$ cat config.mk
export PLATFORM = sky130hd
export DESIGN_NAME = ppmi_ctrl
export DESIGN_NICKNAME = d
export VERILOG_FILES = /design/src/rtl/core/ppmi_pkg.sv /design/src/rtl/core/ppmi_ctrl.sv
export SDC_FILE = /design/constraint.sdc
export NUM_CORES = 1
export LEC_CHECK = 0
export BUFFER_PORTS_ARGS = -buffer_cell sky130_fd_sc_hd__buf_2
export CORE_MARGIN = 3
export CORE_UTILIZATION = 54
export CTS_CLUSTER_SIZE = 8
export DETAILED_ROUTE_END_ITERATION = 8
export HOLD_SLACK_MARGIN = 0.1
export MAX_ROUTING_LAYER = met4
export PLACE_DENSITY = 0.79
export SYNTH_ARGS = -nofsm -noshare
export SYNTH_HDL_FRONTEND = slang
export SYNTH_SLANG_ARGS = --single-unit
$ cat constraint.sdc
create_clock -name clk -period 3.18 [get_ports clk]
set_input_delay 0.477 -clock clk [delete_from_list [all_inputs] [get_ports clk]]
set_output_delay 0.477 -clock clk [all_outputs]
set_load 0.01 [all_outputs]
$ cat src/rtl/core/ppmi_pkg.sv
// shared types and constants of the point projection max intensity image block
// no dependencies

package ppmi_pkg;

    localparam int IMG_W_DEF = 512;
    localparam int IMG_H_DEF = 512;

    // step counter width, holds the step index of each sequencer phase (transform, projection, divide)
    localparam int CNT_W = 4;

    localparam int REM_W = 66;
    localparam int CAM_W = 42;
    localparam int NUM_W = 64;
    localparam int MUL_W = 26;

    localparam logic [1:0] ACT_CLEAR   = 2'd0;
    localparam logic [1:0] ACT_PROJECT = 2'd1;

    localparam logic [2:0] REG_ROW_X    = 3'd0;
    localparam logic [2:0] REG_ROW_Y    = 3'd1;
    localparam logic [2:0] REG_ROW_Z    = 3'd2;
    localparam logic [2:0] REG_FOCAL_X  = 3'd3;
    localparam logic [2:0] REG_FOCAL_Y  = 3'd4;
    localparam logic [2:0] REG_CENTER_X = 3'd5;
    localparam logic [2:0] REG_CENTER_Y = 3'd6;
    localparam logic [2:0] REG_MIN_DEPTH = 3'd7;

    typedef enum logic [2:0] {
        STAT_WRITTEN = 3'd0,
        STAT_KEPT    = 3'd1,
        STAT_INVALID = 3'd2,
        STAT_NEAR    = 3'd3,
        STAT_OFF     = 3'd4,
        STAT_READ    = 3'd5,
        STAT_CLEARED = 3'd6
    } stat_e;

    typedef struct packed {
        logic [63:0] row_x;
        logic [63:0] row_y;
        logic [63:0] row_z;
        logic [19:0] focal_x;
        logic [19:0] focal_y;
        logic [19:0] center_x;
        logic [19:0] center_y;
        logic [22:0] min_depth;
    } cfg_t;

    typedef struct packed {
        logic             load;
        logic             xform;
        logic             proj;
        logic             mul;
        logic             acc;
        logic             div_init;
        logic             div_step;
        logic             div_fin;
        logic             axis;
        logic             clr;
        logic             mem_rd;
        logic             mem_wr;
        logic             res_load;
        stat_e            res_status;
        logic [CNT_W-1:0] cnt;
    } cmd_t;

    typedef struct packed {
        logic too_near;
        logic off_image;
        logic larger;
        logic clr_last;
    } sts_t;

endpackage

$ cat src/rtl/core/ppmi_ctrl.sv
// sequencer state machine: steps the datapath through clear, transform, projection,
// division, store access and result handoff; owns the handshake
// depends on ppmi_pkg

module ppmi_ctrl
    import ppmi_pkg::*;
#(
    parameter int IMAGE_WIDTH  = IMG_W_DEF,
    parameter int IMAGE_HEIGHT = IMG_H_DEF
)
(
    input  logic       clk,
    input  logic       rst_n,
    input  logic       in_valid,
    output logic       in_ready,
    input  logic [1:0] action,
    input  logic       point_valid,
    output logic       out_valid,
    input  logic       out_ready,
    output cmd_t       cmd,
    input  sts_t       sts
);

    localparam int MAXD = (IMAGE_WIDTH > IMAGE_HEIGHT) ? IMAGE_WIDTH : IMAGE_HEIGHT;
    localparam int QW   = $clog2(MAXD);
    localparam logic [CNT_W-1:0] DIV_LAST = CNT_W'(QW + 1);

    typedef enum logic [9:0] {
        ST_CLEAR  = 10'b0000000001,
        ST_IDLE   = 10'b0000000010,
        ST_XFORM  = 10'b0000000100,
        ST_CHECK  = 10'b0000001000,
        ST_PROJ   = 10'b0000010000,
        ST_DIV    = 10'b0000100000,
        ST_BOUND  = 10'b0001000000,
        ST_MEMRD  = 10'b0010000000,
        ST_UPDATE = 10'b0100000000,
        ST_FINISH = 10'b1000000000
    } state_t;

    state_t           state_reg, state_next;
    logic [CNT_W-1:0] cnt_reg, cnt_next;
    logic             axis_reg, axis_next;
    stat_e            stat_reg, stat_next;
    logic             is_read_reg, is_read_next;
    logic             clr_res_reg, clr_res_next;
    logic             out_valid_reg, out_valid_next;
    logic             out_free;

    assign out_free  = !out_valid_reg || out_ready;
    assign out_valid = out_valid_reg;
    assign in_ready  = (state_reg == ST_IDLE);

    always_comb
    begin
        state_next   = state_reg;
        cnt_next     = cnt_reg;
        axis_next    = axis_reg;
        stat_next    = stat_reg;
        is_read_next = is_read_reg;
        clr_res_next = clr_res_reg;
        cmd          = '0;
        cmd.cnt      = cnt_reg;
        cmd.axis     = axis_reg;

        unique case (state_reg)
            ST_CLEAR:
            begin
                cmd.clr = 1'b1;
                if (sts.clr_last)
                begin
                    stat_next  = STAT_CLEARED;
                    state_next = clr_res_reg ? ST_FINISH : ST_IDLE;
                end
            end
            ST_IDLE:
            begin
                if (in_valid)
                begin
                    cmd.load     = 1'b1;
                    cnt_next     = '0;
                    axis_next    = 1'b0;
                    is_read_next = 1'b0;
                    if (action == ACT_CLEAR)
                    begin
                        clr_res_next = 1'b1;
                        state_next   = ST_CLEAR;
                    end
                    else if (action == ACT_PROJECT)
                    begin
                        if (point_valid)
                            state_next = ST_XFORM;
                        else
                        begin
                            stat_next  = STAT_INVALID;
                            state_next = ST_FINISH;
                        end
                    end
                    else
                    begin
                        is_read_next = 1'b1;
                        state_next   = ST_MEMRD;
                    end
                end
            end
            ST_XFORM:
            begin
                cmd.xform = 1'b1;
                cmd.mul   = (cnt_reg < 4'd9);
                cmd.acc   = (cnt_reg != '0);
                cnt_next  = cnt_reg + 1'b1;
                if (cnt_reg == 4'd9)
                begin
                    cnt_next   = '0;
                    state_next = ST_CHECK;
                end
            end
            ST_CHECK:
            begin
                if (sts.too_near)
                begin
                    stat_next  = STAT_NEAR;
                    state_next = ST_FINISH;
                end
                else
                    state_next = ST_PROJ;
            end
            ST_PROJ:
            begin
                cmd.proj = 1'b1;
                cmd.mul  = (cnt_reg < 4'd8);
                cmd.acc  = (cnt_reg != '0);
                cnt_next = cnt_reg + 1'b1;
                if (cnt_reg == 4'd8)
                begin
                    cnt_next   = '0;
                    axis_next  = 1'b0;
                    state_next = ST_DIV;
                end
            end
            ST_DIV:
            begin
                cmd.div_init = (cnt_reg == '0);
                cmd.div_step = (cnt_reg != '0) && (cnt_reg != DIV_LAST);
                cmd.div_fin  = (cnt_reg == DIV_LAST);
                cnt_next     = cnt_reg + 1'b1;
                if (cnt_reg == DIV_LAST)
                begin
                    cnt_next  = '0;
                    axis_next = 1'b1;
                    if (axis_reg)
                        state_next = ST_BOUND;
                end
            end
            ST_BOUND:
            begin
                if (sts.off_image)
                begin
                    stat_next  = STAT_OFF;
                    state_next = ST_FINISH;
                end
                else
                    state_next = ST_MEMRD;
            end
            ST_MEMRD:
            begin
                cmd.mem_rd = 1'b1;
                state_next = ST_UPDATE;
            end
            ST_UPDATE:
            begin
                if (out_free)
                begin
                    cmd.res_load = 1'b1;
                    if (is_read_reg)
                        cmd.res_status = STAT_READ;
                    else if (sts.larger)
                    begin
                        cmd.res_status = STAT_WRITTEN;
                        cmd.mem_wr     = 1'b1;
                    end
                    else
                        cmd.res_status = STAT_KEPT;
                    state_next = ST_IDLE;
                end
            end
            ST_FINISH:
            begin
                if (out_free)
                begin
                    cmd.res_load   = 1'b1;
                    cmd.res_status = stat_reg;
                    state_next     = ST_IDLE;
                end
            end
            default:
            begin
                state_next = ST_IDLE;
            end
        endcase

        out_valid_next = cmd.res_load || (out_valid_reg && !out_ready);
    end

    always_ff @(posedge clk or negedge rst_n)
    begin
        if (!rst_n)
        begin
            state_reg     <= ST_CLEAR;
            cnt_reg       <= '0;
            axis_reg      <= 1'b0;
            stat_reg      <= STAT_CLEARED;
            is_read_reg   <= 1'b0;
            clr_res_reg   <= 1'b0;
            out_valid_reg <= 1'b0;
        end
        else
        begin
            state_reg     <= state_next;
            cnt_reg       <= cnt_next;
            axis_reg      <= axis_next;
            stat_reg      <= stat_next;
            is_read_reg   <= is_read_next;
            clr_res_reg   <= clr_res_next;
            out_valid_reg <= out_valid_next;
        end
    end

endmodule

-- Word-level counts from Yosys, hierarchy flattened
Cells that the tools add are included.
- bits in registers: 21
- output and inout bits: 22
- logic and storage cells: 105
- add/subtract/negate cells: 1
- order comparisons: 2
- equal/unequal tests: 27
- muxes and demuxes: 49
- reductions and logical operators: 19
- operators with widths (cell ; number):
    $mux 10 ; 13
    $pmux 10 s9 ; 1
    $mux 3 ; 9
    $mux 4 ; 5
    $ne 2x2->1 const B ; 10
    $pmux 4 s4 ; 1
    $mux 1 ; 15
    $eq 4x4->1 const B ; 3
    $pmux 3 s4 ; 1
    $reduce_bool 4->1 ; 3
    $eq 10x1->1 const B ; 1
    $eq 10x10->1 const B ; 1
    $eq 10x2->1 const B ; 1
    $eq 10x3->1 const B ; 1
    $eq 10x4->1 const B ; 1
    $eq 10x5->1 const B ; 1
    $eq 10x6->1 const B ; 1
    $eq 10x7->1 const B ; 1
    $eq 10x8->1 const B ; 1
    $eq 10x9->1 const B ; 1
    $lt 4x4->1 const B ; 2
    $pmux 4 s2 ; 1
    $reduce_and 8->1 ; 1
    $reduce_and 7->1 ; 1
    17 further kinds ; 22

-- Longest topological paths before layout
Gate-level depths: netlist of run 1.
- depth in word-level cells: 5
- depth in mapped cells: 7
- mapped depth without buffers: 6

-- Worst setup path after synthesis of run 1
OpenSTA, ideal clock, no wires.
- kind: register -> output
- from: reg state_reg[8]
- to: out cmd[16] (netlist name)
- arrival time: 1.829 ns
- slack: 0.874 ns
- stages on the path, launching flop included: 7
- path through: dfrtp_1 clkbuf_1 nor4_2 nand2_1 nor2_1 nor2_1 a21oi_1
- RTL lines (what ; line ; RTL):
    start: declaration ; ppmi_ctrl.sv:41 ; state_t state_reg, state_next;
    start signal: assignment ; ppmi_ctrl.sv:219 ; state_reg <= state_next;
    end: declaration ; ppmi_ctrl.sv:20 ; output cmd_t cmd,

==> results.ini, run 1 <==
[global_route]
use_met2_pct=40.09
met1_usage_pct=31.70
top_usage_layer=met2
grt_first_pass_wirelength_microns=6589
grt_max_degree=22
grt_antenna_before_repair=0
overflow=0
track_usage_pct=24.87
gr-usage-met3_pct=3.050
grt_pass1_vias=1415

[timing]
finalSetupViolCount=0
period_minus_slack_ns=2.653
hold_viol=0
drv_slew=0
skew_ns=0.007669
period_share_pct=83.44
clock.fmax_mhz=376.9
tns_ns=0
rsz0062_at_grt=false
setup_ws_ns=0.5266
timing.slew.headroom_pct=66.80
tightest_slew_ns=0.4943

[clock_tree]
cts_resized=0
cts_made_buffers=3
postCtsSetupRepairBufs=0
clock_latency_ns=0.31
h-tree-depth=1
hold_buffers=0
cts_tree=done
clk_pin_slew_ns=0.12
cts_buffer_depth=2
root_buffer=clkbuf_4
cts_num_sinks=21

[critical_path]
endpoint_kind=output pin
crit_path_start_kind=flip-flop
path_class=flip-flop to output pin
path_depth=5
cp_slowest_cell=dfrtp_1
worst-path-buf-inv=1
path_cells=or2_2 -> nor3_1 -> nand3_1 -> nor4b_1 -> buf_2
critPathRequiredTime_ns=2.70
arrival_ns=2.18
r2r_cells=5
cpLargestDelayFamily=simple AND/OR/NAND/NOR gates
max_stage_delay_ns=0.48
path_max_fanout=8

[placed_design]
portBuffers=32
dp_cells=230
gp_congestion=0.8832
dpl_worst_slack_ns=0.8581
place_hpwl_microns=2977

[synthesis]
ys_ff_latch=21
yosys_warnings=0
syn_avg_cell_area_sq_um=8.780
yosys_most_used_dff=dfrtp_1
synth_cell_types=51
synth_area_sq_um=1545
syn_inst=176
synth_nets=192
ys_async_sr_fraction_pct=100.0
synth_edf_count=0
yosysSeqAreaShare_pct=34.25

[layout]
largest_register_ffs=10
layout.cells.most_common=buf_2
layout.nets=221
area_growth_pct=12.06
final_cells=234
diodes=0
final_cell_mix=32 x buf_2, 24 x nor2_1, 18 x nand2_1, 18 x dfrtp_1, 8 x inv_1
layout-drive-gt1-share_pct=27.94

[power_and_ir_drop]
vdd_drop_max_uv=560.0
p_total_w=0.001456
power_density_nw_per_um2=840.8
p_leak_nw=0.8627

[job]
drv_cap=0

[die]
ios=33
core_area_sq_um=2590
fp.dieH_microns=59.50
row_count=18
die_area_sq_um=3540
chipWidth_microns=59.50
initial_utilization_pct=59.66

[route]
drc=0
drt_wl_total_microns=3737
ant_nets=0
vias_per_cell=6.192
vias=1449
drtIter0Drc=77
first_pass_iters=4
routedWlPerCell_microns=15.97

[worst_hold_path]
hp-class=input port to asynchronous set/reset pin

[status]
run_status=completed

## cells in the mapped netlist (all sizes together), types with 2 or more instances
library cell,count,area share [%]
xnor2,3,1.7
or4,2,1.2
ha,5,4.0
or2,2,0.81
dfstp,3,5.1
nor2,24,5.8
nor2b,5,2.0
inv,8,1.9
dfrtp,18,29
nor4,5,5.3
buf,4,1.6
mux2,5,3.6
o21ai,5,1.6
a22oi,5,2.4
xor2,2,1.1
a21o,3,1.5
nand4,5,2.0
o22ai,2,0.81
nor3b,3,1.5
a21oi,4,1.3
a31oi,2,1.2
and4,2,1.1
nor4b,2,1.1
nand3,6,1.9
clkbuf,5,1.3
and2,2,0.81
nor3,5,1.6
nand2b,5,2.0
nand2,18,4.4
## through the flow
stage	area, sq um	hold WS (ns)	utilization, %
final	1732	0.1148	66.86
after global routing	1732	0.1260	66.86
after CTS	1732	0.1187	66.86
after detailed placement	1705	0.4610	65.85
after global placement	1705	0.4518	65.85
after floorplan	1545	0.1814	-
## power by group
group | leakage [nW] | switching, W | internal (W)
Clock | 0.0150 | 0.0000800 | 0.0000489
Combinational | 0.577 | 0.000507 | 0.000383
Sequential | 0.270 | 0.000104 | 0.000333
## final timing paths
kind | start | end | slack [ns]
max | state_reg[1] | cmd[8] | 0.53
min | rst_n | state_reg[4] | 0.11
max reg2reg | state_reg[4] | stat_reg[0] | 0.84
min reg2reg | stat_reg[2] | stat_reg[2] | 0.48
max in group asynchronous | rst_n | state_reg[0] | 2.72
min in group clk | action[0] | state_reg[0] | 0.33
## metal layers
layer	vias to the layer above	share of wire, %
li1	688	-
met4	0	2.7
met1	702	43
met3	10	7.0
met2	49	48
met5	-	0
## logic make-up after synthesis
family	Yosys count	synth area share [%]
and+or+nand+nor	91	34.25
AOI/OAI and AO/OA	31	15.47
DFF	21	34.25
buffers and inverters	17	4.858
muxes	6	4.291
xor gates and xnor gates	5	2.835
adders and majority gates	5	4.049
## cell type report
cell class	count	area, sq um
multi-input cells	138	940.9
fillers	228	858.3
flip-flops and latches	21	529.3
repair buffers	33	167.7
well taps	30	37.54
inverters	8	30.03
clock buffers	4	26.28
Note: power is estimated with default switching activity, not from simulation.
==> run 2: changes to the inputs <==
--- a/config.mk
+++ b/config.mk
@@ -5,14 +5,15 @@
 export SDC_FILE = /design/constraint.sdc
 export NUM_CORES = 1
 export LEC_CHECK = 0
+export ABC_AREA = 1
 export BUFFER_PORTS_ARGS = -buffer_cell sky130_fd_sc_hd__buf_2
 export CORE_MARGIN = 3
-export CORE_UTILIZATION = 54
+export CORE_UTILIZATION = 55
 export CTS_CLUSTER_SIZE = 8
 export DETAILED_ROUTE_END_ITERATION = 8
 export HOLD_SLACK_MARGIN = 0.1
 export MAX_ROUTING_LAYER = met4
-export PLACE_DENSITY = 0.79
+export PLACE_DENSITY = 0.8
 export SYNTH_ARGS = -nofsm -noshare
 export SYNTH_HDL_FRONTEND = slang
 export SYNTH_SLANG_ARGS = --single-unit
==> constraint.sdc (replaced) <==
create_clock -name clk -period 2.7 [get_ports clk]
set_input_delay 0.405 -clock clk [delete_from_list [all_inputs] [get_ports clk]]
set_output_delay 0.405 -clock clk [all_outputs]
set_load 0.01 [all_outputs]
==> run 2 against run 1 <==
- combinational power increased by 20%
- clock-buffer cell count unchanged
- total power is 16% higher
- non-clock buffer count unchanged
- via count rose by 14%
- cell area increased by 9.7%
- routed wire length up 2.0%
- largest power group unchanged
==> results.ini, run 2 <==
[status]
run_status=completed

[clock_tree]
root_buffer=clkbuf_4
clock_latency_ns=0.32  ; about the same
cts_buffer_depth=2  ; unchanged
cts_resized=0  ; unchanged
cts_tree=done
clk_pin_slew_ns=0.13  ; about the same
h-tree-depth=1  ; unchanged
cts_made_buffers=3  ; unchanged
cts_num_sinks=21  ; unchanged

[synthesis]
synth_top_area_share_pct=26.87  ; -2.3 points
yosysSeqAreaShare_pct=31.57  ; -2.7 points
synth_nets=266  ; +39%
yosysMostFrequentCell=nand2_1
synth_cell_types=28  ; -45%
yosys.area.top_type=dfrtp_1
ys_async_sr_fraction_pct=100.0  ; unchanged
yosys-top-cells-area=dfrtp_1 27%, nand2_1 13%, inv_1 11%
yosys_most_used_dff=dfrtp_1
synth_area_sq_um=1677  ; +8.5%
syn_inst=250  ; +42%
synth_edf_count=0  ; unchanged
ys_top_cells_by_count=59 x nand2_1, 47 x inv_1, 26 x nor2_1, 25 x nand3_1, 18 x dfrtp_1
syn_avg_cell_area_sq_um=6.706  ; -24%
ys_ff_latch=21  ; unchanged
yosys_warnings=0  ; unchanged

[layout]
fill_cells=280  ; +23%
final_cell_mix=59 x nand2_1, 47 x inv_1, 32 x buf_2, 26 x nor2_1, 25 x nand3_1
area_growth_pct=13.28
layout.cells.most_common=nand2_1
layout.nets=302  ; +37%
layout-drive-gt1-share_pct=24.56  ; -3.4 points
diodes=0  ; unchanged
largest_register_ffs=10  ; unchanged

[timing]
tightest_slew_ns=0.4658  ; -0.02845 ns
drv_slew=0  ; unchanged
skew_ns=0.02261  ; +0.01494 ns
hold_viol=0  ; unchanged
finalSetupViolCount=0  ; unchanged
period_share_pct=85.63
period_minus_slack_ns=2.312
rsz0062_at_grt=false
tns_ns=0  ; unchanged
clock.fmax_mhz=432.5
timing.slew.headroom_pct=68.95  ; +2.1 points

[placed_design]
place_hpwl_microns=3178  ; +6.7%
gp_congestion=1.003  ; +14%
portBuffers=32  ; unchanged

[critical_path]
crit_path_start_kind=flip-flop
critPathRequiredTime_ns=2.30  ; -0.40 ns
endpoint_kind=output pin
arrival_ns=1.91  ; -0.27 ns
path_max_fanout=8  ; unchanged
path_class=flip-flop to output pin

[global_route]
grt_pass1_vias=1423  ; +0.57%
overflow=0  ; unchanged
grt_antenna_before_repair=0  ; unchanged
grt_first_pass_wirelength_microns=6265  ; -4.9%
track_usage_pct=23.19  ; -1.7 points
grt_max_degree=22  ; unchanged

[power_and_ir_drop]
seq_power_share_pct=27.6  ; -2.5 points
p_int_w=0.0008108  ; +6.0%
p_leak_nw=1.134  ; +31%
vdd_drop_max_uv=545.9  ; -2.5%
pwr-share-comb_pct=63.1  ; +2.0 points
clkPwrFrac_pct=9.2  ; +0.3 points
p_total_w=0.001690  ; +16%
power_density_nw_per_um2=889.7  ; +5.8%
p_sw_w=0.0008791  ; +27%
p_sw_share_pct=52.02  ; +4.6 points

[route]
ant_nets=0  ; unchanged
routedWlPerCell_microns=12.07  ; -24%
first_pass_iters=5  ; +1
drc=0  ; unchanged
vias=1656  ; +14%
vias_per_cell=5.241  ; -15%
drtIter0Drc=92  ; +19%
drt_wl_total_microns=3813  ; +2.0%

[die]
initial_utilization_pct=59.27  ; -0.40 points
chipWidth_microns=61.21  ; +2.9%
die_area_sq_um=3747  ; +5.8%
core_area_sq_um=2829  ; +9.2%
fp.dieH_microns=61.21  ; +2.9%
row_count=19  ; +1
ios=33  ; unchanged

[job]
drv_cap=0  ; unchanged

[worst_hold_path]
hp-class=input port to flip-flop

## run 2: changes by cell type in the layout (fill, tap and decap cells not counted), sizes merged, moves of 4 or more
cell and delta:
a22oi -5, inv +42, mux2 -4, nand2 +51
nand2b -5, nand3 +24, nand4 +4, nor2 +15
nor2b -5, nor4 -4, o21ai +8
## run 2: cell type report
| class | count | area, sq um | share of cell area (%) |
|---|---|---|---|
| Clock buffer | 4 | 26.28 | 1.383 |
| Multi-Input combinational cell | 177 | 947.2 | 49.87 |
| Tap cell | 31 | 38.79 | 2.042 |
| Sequential cell | 21 | 529.3 | 27.87 |
| Inverter | 50 | 187.7 | 9.881 |
| Timing Repair Buffer | 33 | 170.2 | 8.959 |
## run 2: worst max-delay path, stage by stage, from the launching register on
cell	delay (ns)
dfrtp_1	0.46
nor2_4	0.26
nand2_2	0.14
nor2_4	0.17
nand2_1	0.16
nand2_1	0.09
inv_1	0.05
o21ai_0	0.12
buf_2	0.15
## run 2: worst paths after layout
| check | slack, ns | endpoint | startpoint | depth (start not counted) |
|---|---|---|---|---|
| worst max register to register | 0.86 | state_reg[2] | cnt_reg[0] | 10 |
| worst min register to register | 0.47 | stat_reg[2] | stat_reg[2] | 2 |
| min in group asynchronous | 0.56 | state_reg[5] | rst_n | 2 |
| worst max-delay path | 0.39 | cmd[16] | state_reg[8] | 8 |
| max in group asynchronous | 1.77 | stat_reg[2] | rst_n | 2 |
| worst min-delay path | 0.30 | state_reg[4] | sts[3] | 2 |
## run 2: layer usage
layer,wire length (microns),track usage (%),vias to the layer above
met5,0,-,-
met4,10,4.025,0
met3,212,4.193,4
met2,1801,35.95,52
met1,1789,32.07,751
li1,-,-,849
## run 2: power groups by stage
stage	logic, W	registers (W)	clock network [W]
detailed placement	0.00105	0.000473	0
CTS	0.00106	0.000467	0.000159
floorplan	0.000831	0.000466	0
global placement	0.00104	0.000469	0
finish	0.00107	0.000467	0.000156
global route	0.00120	0.000479	0.000175
## run 2: logic make-up after synthesis
family / after synthesis / synth area share [%]
compound gates: 16 / 4.925
xor+xnor: 2 / 1.045
fa+ha+maj: 5 / 3.731
buf+inv: 52 / 11.94
flops: 21 / 31.57
mux: 1 / 0.6716
simple gates: 153 / 46.12
## run 2: per-stage QoR
| step | setup WS (ns) | area [sq um] | cells | hold WS [ns] | util (%) |
|---|---|---|---|---|---|
| finish | 0.3881 | 1899 | 316 | 0.3010 | 67.14 |
| floorplan | 0.9055 | 1677 | 250 | 0.1094 | - |
| detailed placement | 0.7658 | 1863 | 311 | 0.3823 | 65.86 |
| global placement | 0.8223 | 1863 | 311 | 0.3865 | 65.86 |
| global route | 0.2438 | 1899 | 316 | 0.3121 | 67.14 |
| CTS | 0.3877 | 1899 | 316 | 0.3045 | 67.14 |
## run 2: timing repair
item,CTS,global route
endpoints found under the hold margin,18,0
hold buffers,1,0
buffers inserted,0,0
setup endpoints to repair,0,0
==> run 3: changes to the inputs <==
--- a/config.mk
+++ b/config.mk
@@ -5,15 +5,15 @@
 export SDC_FILE = /design/constraint.sdc
 export NUM_CORES = 1
 export LEC_CHECK = 0
-export ABC_AREA = 1
 export BUFFER_PORTS_ARGS = -buffer_cell sky130_fd_sc_hd__buf_2
 export CORE_MARGIN = 3
-export CORE_UTILIZATION = 55
+export CORE_UTILIZATION = 56
+export CTS_BUF_LIST = sky130_fd_sc_hd__clkbuf_8
 export CTS_CLUSTER_SIZE = 8
 export DETAILED_ROUTE_END_ITERATION = 8
 export HOLD_SLACK_MARGIN = 0.1
 export MAX_ROUTING_LAYER = met4
-export PLACE_DENSITY = 0.8
+export PLACE_DENSITY = 0.82
 export SYNTH_ARGS = -nofsm -noshare
 export SYNTH_HDL_FRONTEND = slang
 export SYNTH_SLANG_ARGS = --single-unit
==> run 3 against run 2 <==
- clock power increased by 31%
- total power increased by 4.9%
- critical path type unchanged
- die area decreased by 8.6%
- flip-flop and latch count unchanged
- critical path depth decreased by 2
- fmax decreased by 6.7%
- clock-buffer cell count decreased by 1
- clock skew decreased by 0.020 ns
- register-to-register slack got worse by 0.49 ns
- sequential share of layout area increased by 2.0 points
==> results.ini, run 3 (same netlist as run 1, synthesis figures left out) <==
[critical_path]
path_class=flip-flop to output pin
r2r_cells=6  ; -4
cpLargestDelayFamily=simple AND/OR/NAND/NOR gates
reg2reg_to=state_reg[5]
max_stage_delay_ns=0.52  ; +0.06 ns
crit_path_start_kind=flip-flop
rrSetupSlack_ns=0.37  ; -0.49 ns
worst-path-buf-inv=2  ; unchanged
path_cells=nor4_4 -> nand4_1 -> inv_1 -> nand3b_1 -> a21oi_1 -> buf_2
endpoint_kind=output pin
r2r_start=state_reg[8]
arrival_ns=2.07  ; +0.16 ns
path_max_fanout=8  ; unchanged
critPathRequiredTime_ns=2.30  ; about the same
cp_slowest_cell=nor4_4

[timing]
timing.slew.headroom_pct=68.85  ; -0.096 points
period_share_pct=91.76  ; +6.1 points
hold_viol=0  ; unchanged
finalSetupViolCount=0  ; unchanged
clock.fmax_mhz=403.6  ; -6.7%
rsz0062_at_grt=false
drv_slew=0  ; unchanged
period_minus_slack_ns=2.477  ; +0.1655 ns
tightest_slew_ns=0.4638  ; -0.002040 ns
tns_ns=0  ; unchanged
skew_ns=0.002504  ; -0.02011 ns

[clock_tree]
cts_buffer_depth=2  ; unchanged
cts_made_buffers=3  ; unchanged
cts_num_sinks=21  ; unchanged
cts_tree=done
clock_latency_ns=0.26  ; -0.06 ns
postCtsSetupRepairBufs=0  ; unchanged
h-tree-depth=1  ; unchanged
root_buffer=clkbuf_8
clk_pin_slew_ns=0.07  ; -0.06 ns

[worst_hold_path]
hold_path_end=state_reg[0]
worstHoldStart=action[0]
whs_path_depth=2  ; unchanged
hp-class=input port to flip-flop

[die]
initial_utilization_pct=60.72  ; +1.5 points
row_count=18  ; -1
chipWidth_microns=58.53  ; -4.4%
ios=33  ; unchanged
fp.dieH_microns=58.53  ; -4.4%
die_area_sq_um=3426  ; -8.6%
core_area_sq_um=2545  ; -10%

[power_and_ir_drop]
vdd_drop_max_uv=636.8  ; +17%
p_leak_nw=0.8874  ; -22%
power_density_nw_per_um2=999.6  ; +12%
p_total_w=0.001772  ; +4.9%

[route]
drc=0  ; unchanged
vias_per_cell=6.216  ; +19%
routedWlPerCell_microns=16.00  ; +33%
ant_nets=0  ; unchanged
wl_met1_microns=1612  ; -9.9%
drtIter0Drc=73  ; -21%
wl_met3_microns=215  ; +1.4%
drt_wl_total_microns=3775  ; -1.0%
first_pass_iters=4  ; -1
vias=1467  ; -11%
top_layer=met4
wl_met2_microns=1794  ; -0.39%

[layout]
layout.nets=223  ; -26%
largest_register_ffs=10  ; unchanged
area_growth_pct=14.74
final_cell_mix=32 x buf_2, 24 x nor2_1, 18 x nand2_1, 18 x dfrtp_1, 9 x inv_1
layout-drive-gt1-share_pct=28.64  ; +4.1 points
layout.cells.most_common=buf_2
fill_cells=219  ; -22%
diodes=0  ; unchanged
final_cell_area_sq_um=1773  ; -6.7%
multi_input_area_sq_um=945.9  ; -0.13%
post-route-util_pct=69.67  ; +2.5 points
regArea_sq_um=529.3  ; unchanged

[global_route]
overflow=0  ; unchanged
grt_antenna_before_repair=0  ; unchanged
track_usage_pct=26.03  ; +2.8 points
grt_first_pass_wirelength_microns=6575  ; +4.9%
grt_max_degree=22  ; unchanged
grt_pass1_vias=1458  ; +2.5%

[placed_design]
gp_congestion=0.9008  ; -10%
portBuffers=32  ; unchanged
dpl_cell_area_sq_um=1713  ; -8.1%
place_hpwl_microns=2955  ; -7.0%

[status]
run_status=completed

[job]
drv_cap=0  ; unchanged

==> run 3: timing repair <==
| action | 4_1_cts | 5_1_grt |
|---|---|---|
| setup endpoints to repair | 0 | 1 |
| resized for setup | 0 | 1 |
| endpoints found under the hold margin | 2 | 0 |
| hold buffers | 1 | 0 |
==> run 3: cell type report <==
class | count | area share, %
clock buffer | 3 | 2.329
timing repair buffer | 35 | 10.44
tap | 30 | 2.117
sequential | 21 | 29.85
inverter | 8 | 1.694
multi-input combinational | 138 | 53.35
clock inverter | 1 | 0.2117
==> run 3: stage by stage <==
step                      cells  worst slack (ns)  hold slack (ns)
after global placement      231            0.4413           0.3778
after floorplan             176            0.4658           0.1094
after global routing        236           0.05639           0.3227
final                       236            0.2226           0.3044
after detailed placement    231            0.3749           0.3870
after CTS                   236            0.1761           0.3033
==> run 3: worst max path at each step <==
stage | start | end | slack [ns] | depth (start not counted)
finish | state_reg[4] | cmd[16] | 0.22 | 6
floorplan | state_reg[8] | cmd[16] | 0.47 | 6
global placement | state_reg[4] | stat_reg[0] | 0.44 | 5
detailed placement | state_reg[4] | stat_reg[0] | 0.37 | 5
CTS | state_reg[1] | cmd[8] | 0.18 | 5
global route | state_reg[4] | cmd[8] | 0.06 | 4
==> run 3: routing by layer <==
metal	global-route usage, %	up-vias
met3	3.728	16
met4	13.58	0
li1	-	694
met1	31.94	692
met5	-	-
met2	41.47	65
==> run 3: where the power goes <==
group | switching [W] | internal (W) | total [W] | leakage, nW
Sequential | 0.000125 | 0.000393 | 0.000518 | 0.270
Combinational | 0.000596 | 0.000454 | 0.00105 | 0.590
Clock | 0.000103 | 0.000102 | 0.000204 | 0.0269
